**config.mk**
```make
export PLATFORM = sky130hd
export DESIGN_NAME = fir_fd_queue
export DESIGN_NICKNAME = d
export VERILOG_FILES = /design/src/sv/fir_fd_queue.sv
export SDC_FILE = /design/constraint.sdc
export NUM_CORES = 1
export LEC_CHECK = 0
export ABC_AREA = 1
export BUFFER_PORTS_ARGS = -buffer_cell sky130_fd_sc_hd__buf_2
export CAP_MARGIN = 15
export CORE_MARGIN = 3
export CORE_UTILIZATION = 45
export CTS_BUF_LIST = sky130_fd_sc_hd__clkbuf_8
export DETAILED_ROUTE_END_ITERATION = 8
export GPL_ROUTABILITY_DRIVEN = 0
export PLACE_DENSITY = 0.66
export REMOVE_ABC_BUFFERS = 1
export SYNTH_ARGS = -nofsm -noshare
export SYNTH_HDL_FRONTEND = slang
export SYNTH_SLANG_ARGS = --single-unit
```
**constraint.sdc**
```tcl
create_clock -name clk_i -period 2.3 [get_ports clk_i]
set_input_delay 0.115 -clock clk_i [delete_from_list [all_inputs] [get_ports clk_i]]
set_output_delay 0.115 -clock clk_i [all_outputs]
set_load 0.02 [all_outputs]
```
**src/sv/fir_fd_queue.sv**
```systemverilog
`default_nettype none

module fir_fd_queue #(
  parameter int unsigned WIDTH = 8,
  parameter int unsigned DEPTH = 4
) (
  input  wire logic             clk_i,
  input  wire logic             rst_ni,
  input  wire logic             push_i,
  input  wire logic [WIDTH-1:0] wdata_i,
  output logic                  full_o,
  input  wire logic             pop_i,
  output logic      [WIDTH-1:0] rdata_o,
  output logic                  empty_o
);

  localparam int unsigned PW = $clog2(DEPTH);
  localparam int unsigned CW = $clog2(DEPTH + 1);

  logic [WIDTH-1:0] slot_q [DEPTH];
  logic [PW-1:0]    wr_q, wr_d, rd_q, rd_d;
  logic [CW-1:0]    cnt_q, cnt_d;
  logic             do_push, do_pop;

  assign full_o  = (cnt_q == CW'(DEPTH));
  assign empty_o = (cnt_q == '0);
  assign do_push = push_i && !full_o;
  assign do_pop  = pop_i && !empty_o;
  assign rdata_o = slot_q[rd_q];

  always_comb begin
    wr_d  = wr_q;
    rd_d  = rd_q;
    cnt_d = cnt_q;
    if (do_push) begin
      wr_d = (wr_q == PW'(DEPTH - 1)) ? '0 : wr_q + PW'(1);
    end
    if (do_pop) begin
      rd_d = (rd_q == PW'(DEPTH - 1)) ? '0 : rd_q + PW'(1);
    end
    if (do_push && !do_pop) begin
      cnt_d = cnt_q + CW'(1);
    end else if (!do_push && do_pop) begin
      cnt_d = cnt_q - CW'(1);
    end
  end

  always_ff @(posedge clk_i or negedge rst_ni) begin
    if (!rst_ni) begin
      wr_q  <= '0;
      rd_q  <= '0;
      cnt_q <= '0;
    end else begin
      wr_q  <= wr_d;
      rd_q  <= rd_d;
      cnt_q <= cnt_d;
    end
  end

  always_ff @(posedge clk_i) begin
    if (do_push) begin
      slot_q[wr_q] <= wdata_i;
    end
  end

endmodule

`default_nettype wire

```
# Word level (Yosys, flattened, before mapping)
# Memory sizes are Yosys's and may differ from the RTL's.
# Index checks and enable logic that the tools add are counted.
# op_classes
muxes	6
reduce_logical	10
n_eq_ne	3
div_mod_pow	0
shifts	0
magnitude_cmp	0
bitwise_logic	0
mul	0
add_sub_neg	4
# op_table
cell	count
$mux 3	2
$add 2x1->2 const B	2
$eq 2x2->1 const B	2
$logic_and 1x1->1	4
$logic_not 1->1	4
$mux 2	2
$add 3x1->3 const B	1
$eq 3x3->1 const B	1
$logic_not 3->1	1
$sub 3x1->3 const B	1
$mux 1	2
$reduce_bool 2->1	1
# word_totals
latch_bits	0
regBits	7
mem_count	1
romBits	0
ram_bits	32
out_inout_bits	10
# mem_list
name	depth	width	read_ports	rd_ports_with_merged_regs	wr	line	text
slot_q	4	8	1	0	1	20	logic [WIDTH-1:0] slot_q [DEPTH];

# Logic depth before layout (Yosys ltp)
# Gate-level depths: netlist of run 1.
# depth
word_depth	7
mapped_depth	12
mapped_depth_nobuf	12

# Least setup slack after synthesis of run 1
# Ideal clock, no wire load.
# synth_timing
path_kind	flip-flop to flip-flop
from	register cnt_q[0]
to	register cnt_q[1]
path_slack_ns	0.607
arrival_ns	1.567
stages_incl_launch_ff	10
setup_ns	0.126
n_path_buf	0
cell_sequence	dfrtp_1 -> inv_2 -> nand3_1 -> nand2_2 -> inv_1 -> ha_1 -> inv_1 -> fa_1 -> nand2_1 -> o21ai_0
# synth_via
elab_cells_between_ends	15
# synth_lines
item	line	text
start: declaration	22	logic [CW-1:0] cnt_q, cnt_d;
start signal: assignment	56	cnt_q <= cnt_d;
$eq 3x3->1	25	assign full_o = (cnt_q == CW'(DEPTH));
$logic_not 1->1	27	assign do_push = push_i && !full_o;
$logic_and 1x1->1	27	
net do_push	23	logic do_push, do_pop;
$logic_and 1x1->1	41	if (do_push && !do_pop) begin
$mux 3	41	
net cnt_d[1]	22	
# The timed path passes the listed nets, and every way through them passes these cells. The select of a mux whose other input is x is not followed.
# A chain may end at the register's enable or synchronous reset.

# Final worst setup path of run 1
# layout_timing
from	register cnt_q[0]
to	register cnt_q[2]
# layout_via
elab_chain_len	6
elab_cells_between_ends	15
# layout_lines
item	line	text
$eq 3x3->1 (*)	25	
$logic_not 1->1 (*)	27	
$logic_and 1x1->1 (*)	27	
net do_push	23	
$logic_not 1->1	43	end else if (!do_push && do_pop) begin
$logic_and 1x1->1	43	
$reduce_bool 2->1 (no line)	n/a	
# Mark *: on every way through the listed nets, which the timed path passes. The rest lies on a longest branch. The select of a mux whose other input is x is not followed.

==> reports/results.ini, run 1 <==
[clocking]
post_cts_buffers = 0
cts_tree = done
cts_max_path_buffers = 2
cts_resized = 0
path_clk_slew_ns = 0.08
hold_buffers = 1
cts_sinks = 39
cts_buffers = 5
clk-insertion-delay-late_ns = 0.29
h-tree-depth = 2
clockRootBuffer = clkbuf_8

[floorplan]
num_rows = 22
ioPinCount = 22
initial_utilization_pct = 47.3
fp.dieW_um = 68.5
die-area_um2 = 4700
die_h_um = 68.5
core_area_um2 = 3720

[synth]
synth_top_area_share_pct = 54.6
synthFlopType = edfxtp_1
synth.area.top_cells = edfxtp_1, dfrtp_1, nand2_1
synth_seq_cells = 39
syn_area_per_cell_um2 = 11.4
synth.distinct_cells = 16
synth-async-reset-ratio_pct = 17.9
synth_top_area_cell = edfxtp_1
synth-edff-count = 32
synth_area_um2 = 1760
synthesis.instances = 154
synth_common_cells = nand2_1, edfxtp_1, inv_1
yosys_warnings = 0
seq_area_frac_synth_pct = 64.6
synth_most_common_cell = nand2_1

[finish]
diodes = 0
syn2layout_area_growth_pct = 15.3
fin_nets = 202
utilization_pct = 54.6
drive_gt1_share_pct = 20.1
layout.cells.non_filler = 232
nFillCells = 328

[drt]
drc = 0
num_vias = 1106
drt_wl_total_um = 3070
drt_iter0_drc = 49
routedWlPerCell_um = 13.2
firstDrtPassIters = 4
ant_nets = 0
vias_per_cell = 4.77

[run]
cap_violations = 0

[power_and_ir_drop]
p_leak_uw = 0.000919
power_density_nw_per_um2 = 1300
total_power_uw = 2640
irDropWorstVdd_mv = 0.529

[timing]
tns_ns = 0
hold_viol_final = 0
slew_headroom_pct = 69.6
post-route-period-util_pct = 82.4
worstMarginPinSlew_ns = 0.456
fmax_ghz = 0.528
fin_skew_ns = 0.00527
hold_ws_ns = 0.0422
rsz0062_at_grt = no
finalCriticalPeriod_ns = 1.89
slew_viol_final = 0
setup_violations = 0

[outcome]
status = complete, no violations

[setup_path]
reg2reg_slack_ns = 0.41
r2r-end = cnt_q[2]
worst_ep_arrival_time_ns = 2.08
startpoint_type = flip-flop
path_max_fanout = 7
reg2reg_depth = 11
endpoint_kind = flip-flop
r2r_start = cnt_q[0]
worstSetupPathType = flip-flop to flip-flop
worstPathRequired_ns = 2.48

[worst_hold_path]
min_path_type = input pin to flip-flop
hold-path-endpoint = slot_q[3][7]
hold_start = wdata_i[7]
hold_depth = 1

[placed_design]
io_buffers = 21
place_hpwl_um = 2140
placed_cells = 223

[global_routing]
gr-total-overflow = 0
grt_pass1_wl_um = 4940
grt_start_max_net_pins = 36
antenna_found_initial = 0
track_usage_pct = 15.1
grt_pass1_vias = 1059

==> power breakdown <==
| part | switching (uW) | internal (uW) | total, uW |
|---|---|---|---|
| combinational | 663 | 360 | 1020 |
| sequential | 108 | 948 | 1060 |
| clock | 236 | 323 | 559 |
| total | 1010 | 1630 | 2640 |
==> routing by layer <==
metal / wire length, um / track usage, % / vias to the layer above
met2: 1620 / 25.5 / 19
li1: - / - / 564
met1: 1290 / 17.9 / 521
met5: 0 / 0 / -
met3: 132 / 4.54 / 2
met4: 18 / 5.96 / 0
==> sequential cells by signal (all words and copies together) (netlist names) <==
name	cells
slot_q	32
cnt_q	3
rd_q	2
wr_q	2
==> worst max path at each step <==
stage | from | to | slack, ns | cells after the start
after floorplan | cnt_q[0] | cnt_q[1] | 0.61 | 9
after global placement | cnt_q[0] | cnt_q[1] | 0.53 | 9
after detailed placement | cnt_q[0] | cnt_q[2] | 0.43 | 11
after CTS | cnt_q[0] | cnt_q[2] | 0.40 | 11
after global routing | cnt_q[1] | cnt_q[1] | 0.28 | 9
final | cnt_q[0] | cnt_q[2] | 0.41 | 11
==> area by class of cell <==
cell class / count / area, um^2 / area share (%)
Sequential cell: 39 / 1140 / 56.0
Multi-Input combinational cell: 78 / 447 / 22.0
Timing Repair Buffer: 27 / 153 / 7.53
Inverter: 32 / 120 / 5.92
Clock buffer: 5 / 68.8 / 3.39
Tap cell: 48 / 60.1 / 2.96
Clock inverter: 3 / 43.8 / 2.16
==> layout by cell type, fill, tap and decap left out, drive strengths merged, types with 2 or more instances in the layout <==
cell type	netlist	final
nor2	6	6
edfxtp	32	32
nand2	39	39
inv	32	32
ha	6	6
dfrtp	7	7
clkinv	0	2
nand3	7	7
o211ai	16	16
buf	5	26
clkbuf	0	5
==> cells by family (layout without fill, tap and decap cells) <==
family / after synthesis / after routing / synth area share (%)
simple gates: 53 / 53 / 12.1
flops: 39 / 39 / 64.6
buf+inv: 37 / 67 / 10.0
compound gates: 17 / 17 / 7.40
fa+ha+maj: 7 / 7 / 5.41
xor+xnor: 1 / 1 / 0.498
==> per-stage QoR <==
step	setup slack (ns)	area, um^2
3_3_place_gp	0.534	1910
2_1_floorplan	0.607	1700
5_1_grt	0.277	2030
4_1_cts	0.404	2030
3_5_place_dp	0.428	1910
6_report	0.405	2030
==> worst max-delay path: stages, from the launching register on <==
cell     delay, ns
dfrtp_1       0.43
inv_2         0.06
nand3_1       0.16
nand2_2       0.12
inv_1         0.07
ha_1          0.16
inv_1         0.07
fa_1          0.39
nand2_1       0.12
nand3_1       0.09
nand2_1       0.06
nand2_1       0.05
Note: power is estimated with default switching activity, not from simulation.
==> run 2, diff against run 1 <==
Settings changed: PLACE_DENSITY 0.66 to 0.69.
Clock period 2.3 ns to 1.6 ns, I/O delays scaled along.
==> run 2 against run 1 <==
Net effect: the flow now finishes with violations (setup timing); worst hold slack lost 0.038 ns; clock-buffer cell count is the same; register-to-register slack lost 0.45 ns; sequential share of layout area decreased by 6.7 points; utilization rose by 7.4 points; die area unchanged; sequential power is 41% higher; global-route usage grew 1.3 points; wire length grew 14%; via count grew 14%; total power rose by 66%; highest routed layer unchanged.
==> reports/results.ini, run 2 (synthesis results as in run 1) <==
[outcome]
status = complete, but fails checks
violations = setup timing

[setup_path]
worstPathCellList = inv_2 > nand3_4 > buf_4 > buf_4 > buf_4 > buf_4 > inv_2 > buf_6
slowest_delay_ns = 0.43  ; about the same
worstPathRequired_ns = 1.52  ; -0.96 ns
crit_slowest_cell = dfrtp_1
endpoint_kind = output pin
path_max_fanout = 3  ; -4
worst_ep_arrival_time_ns = 1.57  ; -0.51 ns
startpoint_type = flip-flop
crit_top_cell = buf_4
worstSetupPathType = flip-flop to output pin

[floorplan]
ioPinCount = 22  ; unchanged
num_rows = 22  ; unchanged
die-area_um2 = 4700  ; unchanged
core_area_um2 = 3720  ; unchanged
die_h_um = 68.5  ; unchanged
initial_utilization_pct = 47.3  ; unchanged
fp.dieW_um = 68.5  ; unchanged

[clocking]
clk-insertion-delay-late_ns = 0.29  ; about the same
clockRootBuffer = clkbuf_8
cts_buffers = 5  ; unchanged
path_clk_slew_ns = 0.08  ; about the same
cts_sinks = 39  ; unchanged
cts_max_path_buffers = 2  ; unchanged
h-tree-depth = 2  ; unchanged
cts_tree = done

[placed_design]
io_buffers = 21  ; unchanged
place_hpwl_um = 2270  ; +6.1%

[drt]
drt_iter0_drc = 52  ; +6.1%
vias_per_cell = 4.88  ; +2.3%
firstDrtPassIters = 4  ; unchanged
drt_wl_total_um = 3500  ; +14%
drc = 0  ; unchanged
routedWlPerCell_um = 13.6  ; +2.7%
num_vias = 1258  ; +14%
ant_nets = 0  ; unchanged

[timing]
setup_ws_ns = -0.0463  ; -0.451 ns
rsz0062_at_grt = yes
setup_violations = 3  ; +3
fmax_ghz = 0.607
post-route-period-util_pct = 103
finalCriticalPeriod_ns = 1.65
slew_viol_final = 0  ; unchanged
worstMarginPinSlew_ns = 0.313  ; -0.143 ns
hold_viol_final = 0  ; unchanged
fin_skew_ns = 0.00273  ; -0.00254 ns
tns_ns = -0.111  ; -0.111 ns
slew_headroom_pct = 79.1  ; +9.5 points

[power_and_ir_drop]
power_density_nw_per_um2 = 1900  ; +46%
p_leak_uw = 0.00105  ; +14%
intPower_uw = 2710  ; +66%
seqPwrFrac_pct = 34.0  ; -6.0 points
power_frac_comb_pct = 47.6  ; +8.8 points
clockPowerShare_pct = 18.4  ; -2.8 points
total_power_uw = 4380  ; +66%
switchingPower_uw = 1670  ; +66%
irDropWorstVdd_mv = 1.14  ; +120%
switching_share_pct = 38.1  ; -0.077 points

[finish]
largest_register = slot_q
diodes = 0  ; unchanged
syn2layout_area_growth_pct = 31.0
fin_nets = 228  ; +13%
drive_gt1_share_pct = 36.2  ; +16 points
final_common_cell = nand2_1
final_cell_mix = nand2_1, edfxtp_1, buf_4
utilization_pct = 62.0  ; +7.4 points
largest_reg_flops = 32  ; unchanged
reg_top3 = slot_q (32), cnt_q (3)
nFillCells = 291  ; -11%

[global_routing]
track_usage_pct = 16.4  ; +1.3 points
grt_start_max_net_pins = 22  ; -39%
grt_pass1_vias = 1300  ; +23%
grt_pass1_wl_um = 5490  ; +11%
gr-total-overflow = 0  ; unchanged
antenna_found_initial = 0  ; unchanged

[run]
cap_violations = 0  ; unchanged

[worst_hold_path]
min_path_type = input pin to flip-flop

[run 2: final timing paths]
kind	depth (start not counted)	to	startpoint	slack [ns]
min in group asynchronous	2	cnt_q[1]	rst_ni	0.15
worst min register to register	2	rd_q[1]	rd_q[1]	0.57
worst max-delay path	8	empty_o	cnt_q[2]	-0.05
worst min-delay path	1	slot_q[1][2]	wdata_i[2]	0.004
max in group asynchronous	2	rd_q[0]	rst_ni	1.29
worst max register to register	9	cnt_q[1]	cnt_q[1]	-0.04
[run 2: worst max-delay path, delay by kind of cell (launching register included)]
kind / cells / cell delay (ns)
buf+inv: 7 / 0.77
flops: 1 / 0.43
simple gates: 1 / 0.09
[run 2: power groups by stage]
stage / registers, uW / clock network, uW / logic (uW)
final: 1490 / 804 / 2090
after detailed placement: 1490 / 0 / 1710
after CTS: 1480 / 819 / 1940
after global routing: 1500 / 857 / 2320
after global placement: 1470 / 0 / 1620
after floorplan: 1580 / 0 / 937
[run 2: timing repair]
action	in CTS	in global routing
hold endpoints to repair	19	2
hold buffers	4	1
pin swaps	5	9
resized for setup	15	10
buffers inserted	11	2
endpoints found under the setup margin	2	5
[run 2: per-layer routing]
layer  global-route usage [%]  wire, um
met3                     3.40       124
met4                     8.68        52
met1                     17.3      1330
met2                     30.3      1990
met5                        0         0
[run 2: stage by stage]
stage          worst slack [ns]  std cells  area, um^2  hold slack [ns]
2_1_floorplan           -0.0931        149        1700           -0.216
3_3_place_gp           -0.00189        234        1990          -0.0792
3_5_place_dp             -0.123        234        1990          -0.0686
4_1_cts                 -0.0301        257        2260         0.000673
5_1_grt                 -0.0981        258        2300          0.00205
6_report                -0.0463        258        2300          0.00434
[run 2: layout make-up]
| cell class | count | area, um^2 | area share [%] |
|---|---|---|---|
| flip-flops and latches | 39 | 1140 | 49.3 |
| multi-input cells | 78 | 505 | 21.9 |
| repair buffers | 53 | 368 | 16.0 |
| inverters | 32 | 123 | 5.32 |
| clock buffers | 5 | 68.8 | 2.99 |
| well taps | 48 | 60.1 | 2.61 |
| clock inverters | 3 | 43.8 | 1.90 |
==> run 3, diff against run 2 <==
Settings changed: PLACE_DENSITY 0.69 to 0.66, REMOVE_ABC_BUFFERS 1 to unset.
Clock period 1.6 ns to 2 ns, I/O delays scaled along.
==> run 3 against run 2 <==
Net effect: the flow now finishes without violations; die area unchanged; global-route usage is 2.3 points lower; sequential power is 20% lower; utilization shrank 7.2 points; largest power group unchanged; clock power is 21% lower; clock-buffer cell count stayed put; first-iteration DRC count down 17%; wire length fell by 16%; final cell count shrank 9.7%; total power down 30%; worst hold slack gained 0.021 ns; largest cell class unchanged.
==> reports/results.ini, run 3 (synthesis results as in run 1) <==
[outcome]
status = complete, no violations

[drt]
num_vias = 1121  ; -11%
vias_per_cell = 4.81  ; -1.3%
drt_iter0_drc = 43  ; -17%
firstDrtPassIters = 4  ; unchanged
ant_nets = 0  ; unchanged
drc = 0  ; unchanged
routedWlPerCell_um = 12.6  ; -6.8%
drt_wl_total_um = 2950  ; -16%

[setup_path]
worstSetupPathType = flip-flop to flip-flop
endpoint_kind = flip-flop
cp_num_buf_inv = 3  ; -4
critical_path.top_delay_family = adder cells
worstPathCellList = inv_1 > nand3_1 > nand2_2 > inv_1 > ha_1 > inv_1 > fa_1 > nand2_1 > o21ai_0
worst_ep_arrival_time_ns = 2.03  ; +0.46 ns
crit_slowest_cell = fa_1
startpoint_type = flip-flop
slowest_delay_ns = 0.42  ; about the same
worstPathRequired_ns = 2.16  ; +0.64 ns
crit_top_cell = inv_1
path_max_fanout = 7  ; +4
reg2reg_slack_ns = 0.13  ; +0.17 ns

[floorplan]
initial_utilization_pct = 47.3  ; unchanged
die-area_um2 = 4700  ; unchanged
die_h_um = 68.5  ; unchanged
core_area_um2 = 3720  ; unchanged
num_rows = 22  ; unchanged
fp.dieW_um = 68.5  ; unchanged
ioPinCount = 22  ; unchanged

[finish]
final_cell_mix = nand2_1, edfxtp_1, inv_1
final_common_cell = nand2_1
largest_reg_flops = 32  ; unchanged
diodes = 0  ; unchanged
layout.cells.non_filler = 233  ; -9.7%
drive_gt1_share_pct = 21.1  ; -15 points
syn2layout_area_growth_pct = 15.8
fin_nets = 203  ; -11%
reg_top3 = slot_q (32), cnt_q (3)
largest_register = slot_q

[placed_design]
io_buffers = 21  ; unchanged
placed_cells = 224  ; -4.3%
place_hpwl_um = 2050  ; -9.6%

[clocking]
clockRootBuffer = clkbuf_8
cts_tree = done
post_cts_buffers = 0  ; -11
h-tree-depth = 2  ; unchanged
cts_sinks = 39  ; unchanged
cts_max_path_buffers = 2  ; unchanged
path_clk_slew_ns = 0.07  ; about the same
cts_buffers = 5  ; unchanged
clk-insertion-delay-late_ns = 0.28  ; about the same

[worst_hold_path]
min_path_type = input pin to flip-flop

[power_and_ir_drop]
irDropWorstVdd_mv = 0.656  ; -43%
total_power_uw = 3060  ; -30%
power_density_nw_per_um2 = 1500  ; -21%
p_leak_uw = 0.000923  ; -12%

[timing]
setup_violations = 0  ; -3
fmax_ghz = 0.533
finalCriticalPeriod_ns = 1.87
hold_viol_final = 0  ; unchanged
tns_ns = 0  ; +0.111 ns
slew_headroom_pct = 77.9  ; -1.2 points
rsz0062_at_grt = no
slew_viol_final = 0  ; unchanged
post-route-period-util_pct = 93.7
worstMarginPinSlew_ns = 0.332  ; +0.0187 ns
fin_skew_ns = 0.00301  ; +0.000284 ns

[synth]
synth_nets = 173

[global_routing]
track_usage_pct = 14.1  ; -2.3 points
antenna_found_initial = 0  ; unchanged
gr-total-overflow = 0  ; unchanged
grt_pass1_wl_um = 4580  ; -17%
grt_start_max_net_pins = 36  ; +64%
grt_pass1_vias = 1023  ; -21%

[run]
cap_violations = 0  ; unchanged

run 3: through the flow:
stage          setup WS [ns]  cell area (um^2)  hold WS [ns]  util [%]
5_1_grt              0.00611              2040        0.0134      54.8
6_report               0.126              2040        0.0256      54.8
3_3_place_gp           0.237              1910       -0.0583      51.5
2_1_floorplan          0.307              1760        -0.196         -
3_5_place_dp           0.125              1910       -0.0502      51.5
4_1_cts                0.117              2040        0.0178      54.8
run 3: path summary, 6_finish.rpt:
path	start	end	depth (start not counted)
setup / recovery	cnt_q[1]	cnt_q[1]	9
hold / removal	wdata_i[5]	slot_q[1][5]	1
setup reg to reg	cnt_q[1]	cnt_q[1]	9
hold reg to reg	cnt_q[0]	cnt_q[0]	1
max in group asynchronous	rst_ni	cnt_q[0]	2
min in group asynchronous	rst_ni	cnt_q[1]	2
run 3: what timing repair did:
item,4_1_cts,5_1_grt
hold buffers,1,0
endpoints found under the setup margin,0,2
gates resized for setup,0,1
hold endpoints to repair,7,0
run 3: cell type report:
cell class | instances | area [um^2]
Fill cell | 319 | 1680
Sequential cell | 39 | 1140
Multi-Input combinational cell | 78 | 447
Timing Repair Buffer | 28 | 160
Inverter | 32 | 120
Clock buffer | 5 | 68.8
Tap cell | 48 | 60.1
Clock inverter | 3 | 43.8
run 3: worst reg2reg max path: cells and delay by family, from the launching register on:
| family | cells | cell delay (ns) |
|---|---|---|
| buf+inv | 3 | 0.24 |
| simple gates | 3 | 0.39 |
| fa+ha+maj | 2 | 0.62 |
| compound gates | 1 | 0.09 |
| flops | 1 | 0.40 |
run 3: power by group:
group	switching, uW	leakage (uW)	internal [uW]
logic	796	0.000487	430
registers	101	0.000377	1090
clock network	268	0.0000581	371
total	1160	0.000923	1890
run 3: metal layers:
layer	track usage, %	up-vias	share of wire [%]
li1	-	565	-
met5	0	-	0
met2	24.0	21	51
met1	16.5	530	43
met3	3.89	5	4.4
met4	6.70	0	1.6
