--- src/sv/fir_fd_pkg.sv ---
`default_nettype none

package fir_fd_pkg;

  localparam int unsigned TAP_COUNT_W  = 10;
  localparam int unsigned RATE_STEP_W  = 27;
  localparam int unsigned COEF_INDEX_W = 9;
  localparam int unsigned CFG_IDX_W    = 1;
  localparam int unsigned CFG_DATA_W   = RATE_STEP_W;

  localparam logic [CFG_IDX_W-1:0] CFG_TAP_COUNT = 1'b0;
  localparam logic [CFG_IDX_W-1:0] CFG_RATE_STEP = 1'b1;

  localparam logic [TAP_COUNT_W-1:0] TAP_COUNT_RST = 10'd351;
  localparam logic [RATE_STEP_W-1:0] RATE_STEP_RST = 27'd6826667;

  localparam int unsigned PHASE_W = 28;
  localparam logic [PHASE_W-1:0] PHASE_ONE = 28'h001_0000;

  localparam int unsigned QUEUE_DEPTH = 4;

  typedef enum logic [1:0] {
    CMD_COEF   = 2'd0,
    CMD_SAMPLE = 2'd1,
    CMD_EMIT   = 2'd2
  } cmd_kind_e;

  typedef enum logic [1:0] {
    B_IDLE  = 2'd0,
    B_MAC   = 2'd1,
    B_DRAIN = 2'd2,
    B_ROUND = 2'd3
  } back_state_e;

endpackage

`default_nettype wire

--- src/sv/fir_fd_front.sv ---
`default_nettype none

module fir_fd_front
  import fir_fd_pkg::*;
#(
  parameter int unsigned MAX_TAPS = 512
) (
  input  wire logic                    clk_i,
  input  wire logic                    rst_ni,
  input  wire logic                    push_i,
  input  wire logic                    full_i,
  input  wire logic                    req_type_i,
  input  wire logic [COEF_INDEX_W-1:0] coef_index_i,
  input  wire logic [RATE_STEP_W-1:0]  rate_step_i,
  output logic                         cmd_push_o,
  output cmd_kind_e                    cmd_kind_o
);

  logic               accept, emit, idx_ok;
  logic [PHASE_W-1:0] phase_q, phase_d, phase_sum;

  assign accept = push_i && !full_i;
  assign emit   = (phase_q < PHASE_ONE);
  assign idx_ok = (32'(coef_index_i) < 32'(MAX_TAPS));

  always_comb begin
    phase_sum = emit ? phase_q + PHASE_W'(rate_step_i) : phase_q;
    phase_d   = phase_q;
    if (accept && req_type_i) begin
      phase_d = (phase_sum >= PHASE_ONE) ? phase_sum - PHASE_ONE : '0;
    end
  end

  always_comb begin
    if (req_type_i) begin
      cmd_kind_o = emit ? CMD_EMIT : CMD_SAMPLE;
      cmd_push_o = accept;
    end else begin
      cmd_kind_o = CMD_COEF;
      cmd_push_o = accept && idx_ok;
    end
  end

  always_ff @(posedge clk_i or negedge rst_ni) begin
    if (!rst_ni) begin
      phase_q <= '0;
    end else begin
      phase_q <= phase_d;
    end
  end

endmodule

`default_nettype wire

--- config.mk ---
export PLATFORM = sky130hd
export DESIGN_NAME = fir_fd_front
export DESIGN_NICKNAME = d
export VERILOG_FILES = /design/src/sv/fir_fd_pkg.sv /design/src/sv/fir_fd_front.sv
export SDC_FILE = /design/constraint.sdc
export NUM_CORES = 1
export LEC_CHECK = 0
export ABC_AREA = 1
export BUFFER_PORTS_ARGS = -buffer_cell sky130_fd_sc_hd__buf_2
export CORE_MARGIN = 10
export CORE_UTILIZATION = 55
export CTS_BUF_LIST = sky130_fd_sc_hd__clkbuf_8
export CTS_CLUSTER_DIAMETER = 80
export DETAILED_ROUTE_END_ITERATION = 10
export MAX_ROUTING_LAYER = met4
export PLACE_DENSITY = 0.9
export SLEW_MARGIN = 25
export SYNTH_ARGS = -nofsm -noshare
export SYNTH_HDL_FRONTEND = slang
export SYNTH_SLANG_ARGS = --single-unit
--- constraint.sdc ---
create_clock -name clk_i -period 2.65 [get_ports clk_i]
set_input_delay 0.1325 -clock clk_i [delete_from_list [all_inputs] [get_ports clk_i]]
set_output_delay 0.1325 -clock clk_i [all_outputs]
set_load 0.02 [all_outputs]
After elaboration in Yosys (flattened, before gate mapping)
Cells that the tools add are included.
- output and inout port bits: 3
- bits in registers: 28
- input port bits: 41
- word-level logic and storage cells: 12
- muxes and demuxes: 4
- magnitude comparators: 2
- reduce and logical (&&, ||, !) cells: 3
- add/sub/neg operators: 2
- operators with widths (cell ; count):
    28-bit two-way mux ; 2
    28-bit by 27-bit adder with 28-bit output ; 1
    28-bit by 17-bit >= comparator with 1-bit output (second input constant) ; 1
    28-bit by 17-bit < comparator with 1-bit output (second input constant) ; 1
    28-bit by 17-bit subtractor with 28-bit output (second input constant) ; 1
    2-bit two-way mux ; 2
    1-bit logical AND ; 2
    1-bit zero test ; 1

Longest topological paths before layout
Gate-level depths: netlist of the first run.
- depth after elaboration: 4
- mapped depth: 21
- gate-level depth less buffers: 20

Least setup slack after synthesis of the first run
OpenSTA, ideal clock, no wires.
- path type: register -> register
- start point: reg phase_q[0]
- end point: reg phase_q[0]
- data arrival time: 2640 ps
- library setup time: 123 ps
- period minus slack after synthesis: 2763 ps
- setup slack: -113 ps
- path buffers: 1
- stages on the path, launching flop included: 22
- data required time: 2527 ps
- path through: dfrtp_1 -> ha_1 -> inv_1 -> fa_1 -> inv_1 -> nand3_1 -> nand2_1 -> nand2_1 -> nand2_2 -> a21oi_1 -> nand2_1 -> nand3_1 -> nand2_1 -> ha_1 -> nand2_4 -> nor2_8 -> nand2_4 -> nor2_4 -> nand3_4 -> nand2_4 -> buf_12 -> o21ai_2
- cells in the longest elaborated chain, start to end: 4
- elaborated cells between the ends (all ways): 6
- classes of those cells: add/sub: 2; order compare: 2; mux: 2
- RTL lines (item ; line ; source):
    start, declared ; fir_fd_front.sv:20 ; logic [PHASE_W-1:0] phase_q, phase_d, phase_sum;
    start signal, assigned ; fir_fd_front.sv:48 ; phase_q <= phase_d;
    28-bit by 27-bit adder with 28-bit output / 28-bit by 17-bit < comparator with 1-bit output (equally long branches) ; fir_fd_front.sv:27, fir_fd_front.sv:23 ;
    28-bit two-way mux * ; fir_fd_front.sv:27 ; phase_sum = emit ? phase_q + PHASE_W'(rate_step_i) : phase_q;
    28-bit by 17-bit subtractor with 28-bit output / 28-bit by 17-bit >= comparator with 1-bit output (equally long branches) ; fir_fd_front.sv:30 ; phase_d = (phase_sum >= PHASE_ONE) ? phase_sum - PHASE_ONE : '0;
    28-bit two-way mux * ; fir_fd_front.sv:30 ;
Every way passes the cells marked *; elsewhere a longest branch is shown, timed or not.
A chain may end at the register's enable or synchronous reset.

Worst setup path after layout of the first run
- start point: reg phase_q[0]
- end point: reg phase_q[19]
Same word-level chain as after synthesis.

==> metrics.cfg, run 1 <==
[status]
status = finished with violations
failed_checks = setup timing

[floorplan]
dieArea_um2 = 11200
num_io_pins = 44
die_w_um = 106
initial_core_util = 0.562
die_h_um = 106
rows = 31
core_um2 = 7180

[placement]
dp_hpwl_um = 10400
dp_slack_ns = -0.178
routabilityCongestion = 0.954
place.port_buffers = 34
dp.cells = 902
place_area_um2 = 4860

[min_path]
min_path_type = input pin to register

[clocking]
htreeDepth = 1
cts_root_buf = clkbuf_8
cts_inserted_buffers = 3
cts.sink_count = 28
clkTransAtPathRegs_ns = 0.10
cts_max_path_buffers = 2
clk_latency_ns = 0.29
cts_tree = done

[layout]
syn2layout_area_growth_pct = 38.0
fin_util = 0.775
top_regs = phase_q x28
fin_cells = 929
fin_area_um2 = 5560
largest_register_ff_count = 28
drive_above_1_share = 0.347
final_nets = 901
top_register = phase_q

[global_route]
grt_overflow = 0
grt_pass1_wl_um = 22100
track_usage = 0.243
first_global_vias = 4790
antenna_found_initial = 1
grt_max_degree = 31

[yosys]
async_flop_share = 1.00
synthDistinctLibCells = 34
ys_warn_count = 0
synth_flop_cell = dfrtp_1
syn_nets = 774
ys_ff_latch = 28
yosys.area.top_type = nand2_1
synth_area_per_cell_um2 = 5.73
synth_top_area_frac = 0.249
yosysSeqAreaShare = 0.174
syn_area_um2 = 4030
synth_area_leaders = nand2_1 (25%), dfrtp_1 (17%), inv_1 (11%)
synth_edf_count = 0
synthCells = 704

[routing]
wl_per_cell_um = 17.0
wirelength_um = 15800
viasPerCell = 5.61
dr.pass1.iters = 5
dr.first_iter.drc_count = 468
post-route-drc-count = 0
final_antenna_net_count = 0
vias = 5214

[pwr]
vdd_drop_max_uv = 740
leakage_nw = 3.08
p_comb_frac = 0.831
switching_share = 0.542
internal-power_mw = 3.07
power_density_nw_per_um2 = 1200
seq_power_share = 0.132
clkPwrFrac = 0.037
switching_power_mw = 3.63

[timing]
worstMarginPinSlew_ns = 0.937
post-route-min-period_ns = 2.92
max_freq_mhz = 343
tns_ns = -6.11
hold_viol_final = 0
slew_violations = 0
setup_viol = 28
period_share = 1.10
max_slew_margin = 0.375
grt_setup_unrepaired = yes
finClkSkew_ns = 0.00594
setup_slack_ns = -0.265

[critical_path]
slowest_delay_ns = 0.38
arrival_ns = 3.09
reg2reg_to = phase_q[19]
start_kind = register
reg2reg_depth = 21
crit_type = register to register
crit_slowest_cell = dfrtp_1
crit_top_cell = nand2_4
reg2reg_from = phase_q[0]
worstPathMaxFanout = 6
required_ns = 2.83
cp-startpoint = phase_q[0]
path_cells = ha_2 -> inv_2 -> fa_2 -> inv_2 -> nand3_4 -> nand2_4 -> nand2_4 -> nand2_4 -> a21oi_2 -> nand2_1 -> nand3_2 -> nand2_4 -> ha_4 -> nand2_4 -> nor2_8 -> nand2_4 -> nor2_4 -> nand3_4 -> buf_4 -> nand2_4 -> o21ai_1
crit_path_end_kind = register
rrSetupSlack_ns = -0.27
critPathCapture = phase_q[19]

[run]
maxCapViolCount = 0

-- metrics by stage --
stage	total power, mW	hold slack [ns]
2_1_floorplan	3.67	-0.163
3_3_place_gp	5.06	0.181
3_5_place_dp	5.23	0.185
4_1_cts	5.83	0.357
5_1_grt	7.18	0.342
6_report	6.70	0.307
-- cells in the final DEF, fill, tap and decap left out, types with 5 or more instances in the layout --
master / instances
xor2_1: 5
buf_4: 86
nand3_1: 49
nor2_1: 41
buf_2: 34
inv_2: 18
buf_6: 5
nor2_4: 8
ha_1: 10
nand2_4: 11
inv_1: 118
nand3b_1: 6
nand2_1: 247
o21ai_1: 7
nand2_2: 32
o21ai_2: 23
a21oi_2: 7
dfrtp_1: 28
nor2_2: 14
nand4_1: 10
a21oi_1: 10
nand3_2: 15
ha_4: 16
-- logic make-up after synthesis --
| group | share of synthesized area |
|---|---|
| XOR/XNOR | 0.0174 |
| adder cells (fa/ha/maj) | 0.0918 |
| AND/OR/NAND/NOR | 0.493 |
| AO/OA/AOI/OAI | 0.0804 |
| buffers and inverters | 0.143 |
| flip-flops | 0.174 |
-- critical path: cells and delay by family, from the launching register on --
family | cells | cell delay (ns)
buffers and inverters | 3 | 0.31
AOI/OAI and AO/OA | 2 | 0.14
DFF | 1 | 0.38
and+or+nand+nor | 13 | 1.21
adders and majority gates | 3 | 0.74
-- power by group through the flow --
| stage | registers [mW] | clock network (mW) | logic, mW |
|---|---|---|---|
| 2_1_floorplan | 0.754 | 0 | 2.92 |
| 3_3_place_gp | 0.805 | 0 | 4.25 |
| 3_5_place_dp | 0.815 | 0 | 4.42 |
| 4_1_cts | 0.827 | 0.236 | 4.76 |
| 5_1_grt | 0.893 | 0.259 | 6.03 |
| 6_report | 0.884 | 0.247 | 5.57 |
-- area by class of cell --
class                      instances  area (um^2)
tap                               99          124
antenna                            1         2.50
multi-input combinational        533         3260
inverter                         137          514
fill                             498         1610
sequential                        28          701
timing repair buffer             128          922
clock buffer                       3         41.3
-- worst min path at each step --
stage                         startpoint           to  slack, ns  cells after the start
after floorplan                   rst_ni   phase_q[0]      -0.16                      0
after global placement            rst_ni  phase_q[20]       0.18                      1
after detailed placement          rst_ni  phase_q[19]       0.18                      1
after CTS                 rate_step_i[0]   phase_q[0]       0.36                      4
after global routing      rate_step_i[0]   phase_q[0]       0.34                      4
final                     rate_step_i[0]   phase_q[0]       0.31                      4
-- cells in the mapped netlist, types with 6 or more instances --
master / count
o21ai_2: 13
o21ai_0: 18
inv_2: 15
nor2_2: 10
nand4_1: 10
nor2_1: 49
nand3_2: 6
nand2_2: 16
dfrtp_1: 28
nand2_1: 268
a21oi_1: 15
xor2_1: 6
nand3_1: 59
inv_1: 121
nand3b_1: 6
ha_1: 28
-- routing by layer --
layer  routed length, um  vias to the layer above  part of all wire  track usage
met2                7470                      311              0.47        0.412
li1                    -                     2416                 -            -
met3                1420                       85             0.090       0.0292
met4                 770                        0             0.049       0.0793
met1                6140                     2402              0.39        0.293
met5                   0                        -                 0            -
-- repair_timing --
action / in CTS / in global routing
cloned: 1 / 3
endpoints found under the setup margin: 28 / 28
hold endpoints to repair: 28 / 0
pin swaps: 3 / 22
gates resized for setup: 41 / 64
buffers inserted: 8 / 10
hold buffers: 1 / 0
No activity file was read; power rests on OpenSTA's default activity.
==> run 2: changes to the inputs <==
Settings changed: CORE_UTILIZATION 55 to 41, CTS_BUF_LIST sky130_fd_sc_hd__clkbuf_8 to unset, PLACE_DENSITY 0.9 to 0.73.
==> metrics.cfg, run 2 (synthesis gave the netlist of run 1 again) <==
[floorplan]
die_w_um = 119  ; +13%
rows = 36  ; +16%
die_h_um = 119  ; +13%
core_um2 = 9680  ; +35%
num_io_pins = 44  ; unchanged
dieArea_um2 = 14200  ; +27%
initial_core_util = 0.416  ; -0.146

[critical_path]
critical-path-top-delay-family = simple AND/OR/NAND/NOR gates
crit_slowest_cell = dfrtp_1
crit_type = register to register
slowest_delay_ns = 0.45  ; +0.07 ns
path_cells = ha_4 -> nand2_1 -> buf_4 -> nor2_1 -> nand3_2 -> nand2_4 -> nand2_2 -> nand2_1 -> nand2_1 -> nand3_2 -> nand2_1 -> inv_1 -> nand3_2 -> nor2_2 -> nand3_2 -> nand3_4 -> buf_12 -> nand2_8 -> o21ai_2
arrival_ns = 2.96  ; -0.13 ns
worstPathMaxFanout = 5  ; -1
start_kind = register
crit_buf_inv = 3  ; unchanged
rrSetupSlack_ns = -0.09  ; +0.17 ns
required_ns = 2.86  ; +0.03 ns
crit_path_end_kind = register

[clocking]
clk_latency_ns = 0.28  ; about the same
cts_inserted_buffers = 3  ; unchanged
cts.sink_count = 28  ; unchanged
cts_root_buf = clkbuf_8
cts_max_path_buffers = 2  ; unchanged
htreeDepth = 1  ; unchanged
clkTransAtPathRegs_ns = 0.10  ; about the same
cts_tree = done

[pwr]
leakage_nw = 3.13  ; +1.5%
p_total_mw = 6.64  ; -0.92%
power_density_nw_per_um2 = 1150  ; -4.5%
vdd_drop_max_uv = 393  ; -47%

[layout]
fin_util = 0.596  ; -0.179
syn2layout_area_growth_pct = 43.2
top_register = phase_q
fin_cells = 976  ; +5.1%
fill_cells = 849  ; +70%
num_antenna_cells = 0  ; -1
largest_register_ff_count = 28  ; unchanged
top_regs = phase_q x28
drive_above_1_share = 0.377  ; +0.0298
final_nets = 914  ; +1.4%
fin_area_um2 = 5770  ; +3.8%
layout_commonest_cell = nand2_1
final_cell_mix = nand2_1 (239), inv_1 (117), buf_4 (103)

[timing]
post-route-min-period_ns = 2.74  ; -0.172 ns
setup_slack_ns = -0.0932  ; +0.172 ns
slew_violations = 0  ; unchanged
holdWs_ns = 0.296  ; -0.0105 ns
finClkSkew_ns = 0.00654  ; +0.000598 ns
max_freq_mhz = 365  ; +6.3%
hold_viol_final = 0  ; unchanged
grt_setup_unrepaired = yes
setup_viol = 27  ; -3.6%
period_share = 1.04  ; -0.0649
tns_ns = -1.59  ; +4.52 ns
max_slew_margin = 0.340  ; -0.0349
worstMarginPinSlew_ns = 0.989  ; +0.0523 ns

[placement]
dp_slack_ns = -0.118  ; +0.0600 ns
dp_hpwl_um = 9740  ; -6.2%
dp.cells = 961  ; +6.5%
place_area_um2 = 5080  ; +4.5%
place.port_buffers = 34  ; unchanged
routabilityCongestion = 0.914  ; -4.2%

[routing]
vias = 4800  ; -7.9%
post-route-drc-count = 0  ; unchanged
dr.pass1.iters = 5  ; unchanged
dr.first_iter.drc_count = 439  ; -6.2%
wl_per_cell_um = 13.8  ; -19%
final_antenna_net_count = 0  ; unchanged
wirelength_um = 13500  ; -15%
viasPerCell = 4.92  ; -12%

[global_route]
grt_pass1_wl_um = 20500  ; -7.2%
first_global_vias = 4453  ; -7.0%
grt_overflow = 0  ; unchanged
antenna_found_initial = 0  ; -1
track_usage = 0.176  ; -0.0665
grt_max_degree = 29  ; -6.5%

[min_path]
min_path_type = input pin to register

[run]
maxCapViolCount = 0  ; unchanged

[status]
status = finished with violations
failed_checks = setup timing

run 2: changes by cell type in the layout (fill, tap and decap cells not counted), sizes merged:
cell / previous run / this run
bufinv: 0 / 1
diode: 1 / 0
buf: 127 / 140
run 2: final timing paths:
kind	startpoint	end	depth (start not counted)
max	phase_q[3]	phase_q[14]	19
min	rate_step_i[0]	phase_q[0]	4
max reg2reg	phase_q[3]	phase_q[14]	19
min reg2reg	phase_q[2]	phase_q[2]	3
max in group asynchronous	rst_ni	phase_q[10]	2
min in group asynchronous	rst_ni	phase_q[25]	2
run 2: layout make-up:
cell class / instances / area [um^2] / area share
Multi-Input combinational cell: 533 / 3320 / 0.576
Timing Repair Buffer: 141 / 996 / 0.172
Sequential cell: 28 / 703 / 0.122
Inverter: 137 / 514 / 0.0891
Tap cell: 133 / 166 / 0.0288
Clock inverter: 1 / 30.0 / 0.00520
Clock buffer: 3 / 41.3 / 0.00715
run 2: where the power goes:
part / internal [mW] / total (mW) / switching [mW] / leakage, nW
Combinational: 2.41 / 5.43 / 3.02 / 2.73
Sequential: 0.619 / 0.857 / 0.238 / 0.367
Clock: 0.202 / 0.347 / 0.145 / 0.0357
run 2: routing by layer:
layer | up-vias | routed length [um] | GRT usage
met2 | 155 | 6500 | 0.293
met5 | - | 0 | -
met1 | 2172 | 5720 | 0.223
met3 | 32 | 884 | 0.0146
met4 | 0 | 348 | 0.0511
li1 | 2441 | - | -
run 2: worst min-delay path, delay by kind of cell:
| family | cells | cell delay [ns] |
|---|---|---|
| compound gates | 2 | 0.19 |
| buf+inv | 1 | 0.10 |
| fa+ha+maj | 1 | 0.12 |
run 2: timing repair:
| item | CTS | global route |
|---|---|---|
| gates cloned | 3 | 0 |
| hold buffers | 1 | 0 |
| endpoints found under the hold margin | 28 | 0 |
| pin swaps | 4 | 24 |
| setup buffers | 3 | 4 |
| setup endpoints to repair | 28 | 28 |
| gates resized for setup | 34 | 87 |
==> run 3: changes to the inputs <==
Settings changed: PLACE_DENSITY 0.73 to 0.71.
Clock period 2.65 ns to 2.7 ns, I/O delays scaled along.
==> metrics.cfg, run 3 (synthesis gave the netlist of run 1 again) <==
[timing]
hold_viol_final = 0  ; unchanged
max_freq_mhz = 356  ; -2.3%
holdWs_ns = 0.313  ; +0.0168 ns
slew_violations = 0  ; unchanged
max_slew_margin = 0.561  ; +0.222
tns_ns = -1.38  ; +0.211 ns
period_share = 1.04  ; +0.00497
grt_setup_unrepaired = yes
setup_slack_ns = -0.108  ; -0.0152 ns
post-route-min-period_ns = 2.81  ; +0.0652 ns
finClkSkew_ns = 0.00437  ; -0.00217 ns
setup_viol = 28  ; +3.7%
worstMarginPinSlew_ns = 0.658  ; -0.331 ns

[clocking]
cts_root_buf = clkbuf_8
clkTransAtPathRegs_ns = 0.10  ; about the same
htreeDepth = 1  ; unchanged
cts.sink_count = 28  ; unchanged
cts_tree = done
cts_inserted_buffers = 3  ; unchanged
cts_max_path_buffers = 2  ; unchanged
clk_latency_ns = 0.28  ; about the same

[global_route]
grt_pass1_wl_um = 19500  ; -4.6%
first_global_vias = 4196  ; -5.8%
grt_overflow = 0  ; unchanged
antenna_found_initial = 0  ; unchanged
grt_max_degree = 29  ; unchanged
track_usage = 0.168  ; -0.00863

[layout]
drive_above_1_share = 0.292  ; -0.0850
final_cell_mix = nand2_1 (258), inv_1 (118), buf_4 (73)
fin_util = 0.544  ; -0.0523
layout_commonest_cell = nand2_1
num_antenna_cells = 0  ; unchanged
largest_register_ff_count = 28  ; unchanged
top_regs = phase_q x28
fin_area_um2 = 5270  ; -8.8%
fill_cells = 945  ; +11%
syn2layout_area_growth_pct = 30.6
final_nets = 882  ; -3.5%
fin_cells = 944  ; -3.3%
top_register = phase_q

[routing]
wl_per_cell_um = 12.9  ; -6.1%
vias = 4506  ; -6.1%
dr.first_iter.drc_count = 365  ; -17%
final_antenna_net_count = 0  ; unchanged
viasPerCell = 4.77  ; -2.9%
post-route-drc-count = 0  ; unchanged
wl_met1_um = 5740  ; +0.23%
wirelength_um = 12200  ; -9.2%
dr.max_layer_used = met4
dr.pass1.iters = 5  ; unchanged
wl_met3_um = 510  ; -42%
dr_wl_met2_um = 5810  ; -11%

[pwr]
p_comb_frac = 0.800  ; -0.019
switching_share = 0.513  ; about the same
leakage_nw = 2.94  ; -5.9%
internal-power_mw = 2.85  ; -12%
clkPwrFrac = 0.058  ; +0.006
p_total_mw = 5.85  ; -12%
switching_power_mw = 3.00  ; -12%
seq_power_share = 0.142  ; +0.013
vdd_drop_max_uv = 355  ; -9.8%
power_density_nw_per_um2 = 1110  ; -3.4%

[min_path]
hp-start = rate_step_i[0]
min_path_type = input pin to register

[status]
failed_checks = setup timing
status = finished with violations

[placement]
place.port_buffers = 34  ; unchanged
dp_hpwl_um = 9610  ; -1.3%
dp.cells = 929  ; -3.3%
dp_slack_ns = -0.176  ; -0.0582 ns
routabilityCongestion = 0.898  ; -1.8%
place_area_um2 = 4850  ; -4.5%

[run]
maxCapViolCount = 0  ; unchanged

[critical_path]
start_kind = register
reg2reg_from = phase_q[6]
cp-startpoint = phase_q[6]
arrival_ns = 2.96  ; about the same
crit_type = register to register
required_ns = 2.85  ; about the same
crit_path_end_kind = register
worstPathMaxFanout = 5  ; unchanged

[floorplan]
core_um2 = 9680  ; unchanged
die_w_um = 119  ; unchanged
dieArea_um2 = 14200  ; unchanged
die_h_um = 119  ; unchanged
num_io_pins = 44  ; unchanged
initial_core_util = 0.416  ; unchanged
rows = 36  ; unchanged

-- run 3: changes by cell type in the layout (fill, tap and decap cells not counted), sizes merged --
cell   previous run  this run
buf             140       111
nand2           292       289
-- run 3: critical path: stages, from the launching register on --
cell,delay (ns)
dfrtp_1,0.46
ha_4,0.32
nand2_1,0.13
buf_4,0.18
nor2_4,0.15
nand3_1,0.14
nand3_2,0.14
nand2_2,0.07
nand3_2,0.06
nand3_2,0.11
nand2_4,0.11
nand2_4,0.07
nor2_8,0.12
nand2_4,0.06
nor2_4,0.12
nand3_4,0.12
buf_6,0.16
nand3_1,0.07
o21ai_1,0.08
-- run 3: per-layer routing --
metal / track usage / vias up
li1: - / 2394
met1: 0.220 / 2016
met2: 0.279 / 84
met3: 0.0109 / 12
met4: 0.0344 / 0
met5: - / -
-- run 3: path summary, 6_finish.rpt --
check / slack, ns / to / depth (start not counted)
setup / recovery: -0.11 / phase_q[8] / 18
hold / removal: 0.31 / phase_q[0] / 4
setup reg to reg: -0.11 / phase_q[8] / 18
hold reg to reg: 0.57 / phase_q[23] / 2
max in group asynchronous: 1.83 / phase_q[10] / 2
min in group asynchronous: 0.41 / phase_q[1] / 2
-- run 3: power by group through the flow --
stage / clock [mW] / sequential, mW / combinational [mW]
2_1_floorplan: 0 / 0.739 / 2.85
3_3_place_gp: 0 / 0.795 / 4.15
3_5_place_dp: 0 / 0.795 / 4.19
4_1_cts: 0.341 / 0.790 / 4.30
5_1_grt: 0.357 / 0.854 / 5.24
6_report: 0.339 / 0.834 / 4.68
-- run 3: area by class of cell --
cell class	instances	area, um^2	area share
repair buffers	112	785	0.149
inverters	137	514	0.0976
clock inverters	1	30.0	0.00570
flip-flops and latches	28	702	0.133
clock buffers	3	41.3	0.00784
well taps	133	166	0.0316
multi-input cells	530	3030	0.575
-- run 3: repair_timing --
action | 4_1_cts | 5_1_grt
gates cloned | 1 | 0
setup endpoints to repair | 28 | 28
endpoints found under the hold margin | 28 | 0
setup buffers | 1 | 8
hold buffers | 1 | 0
gates resized for setup | 18 | 46
pin swaps | 5 | 15
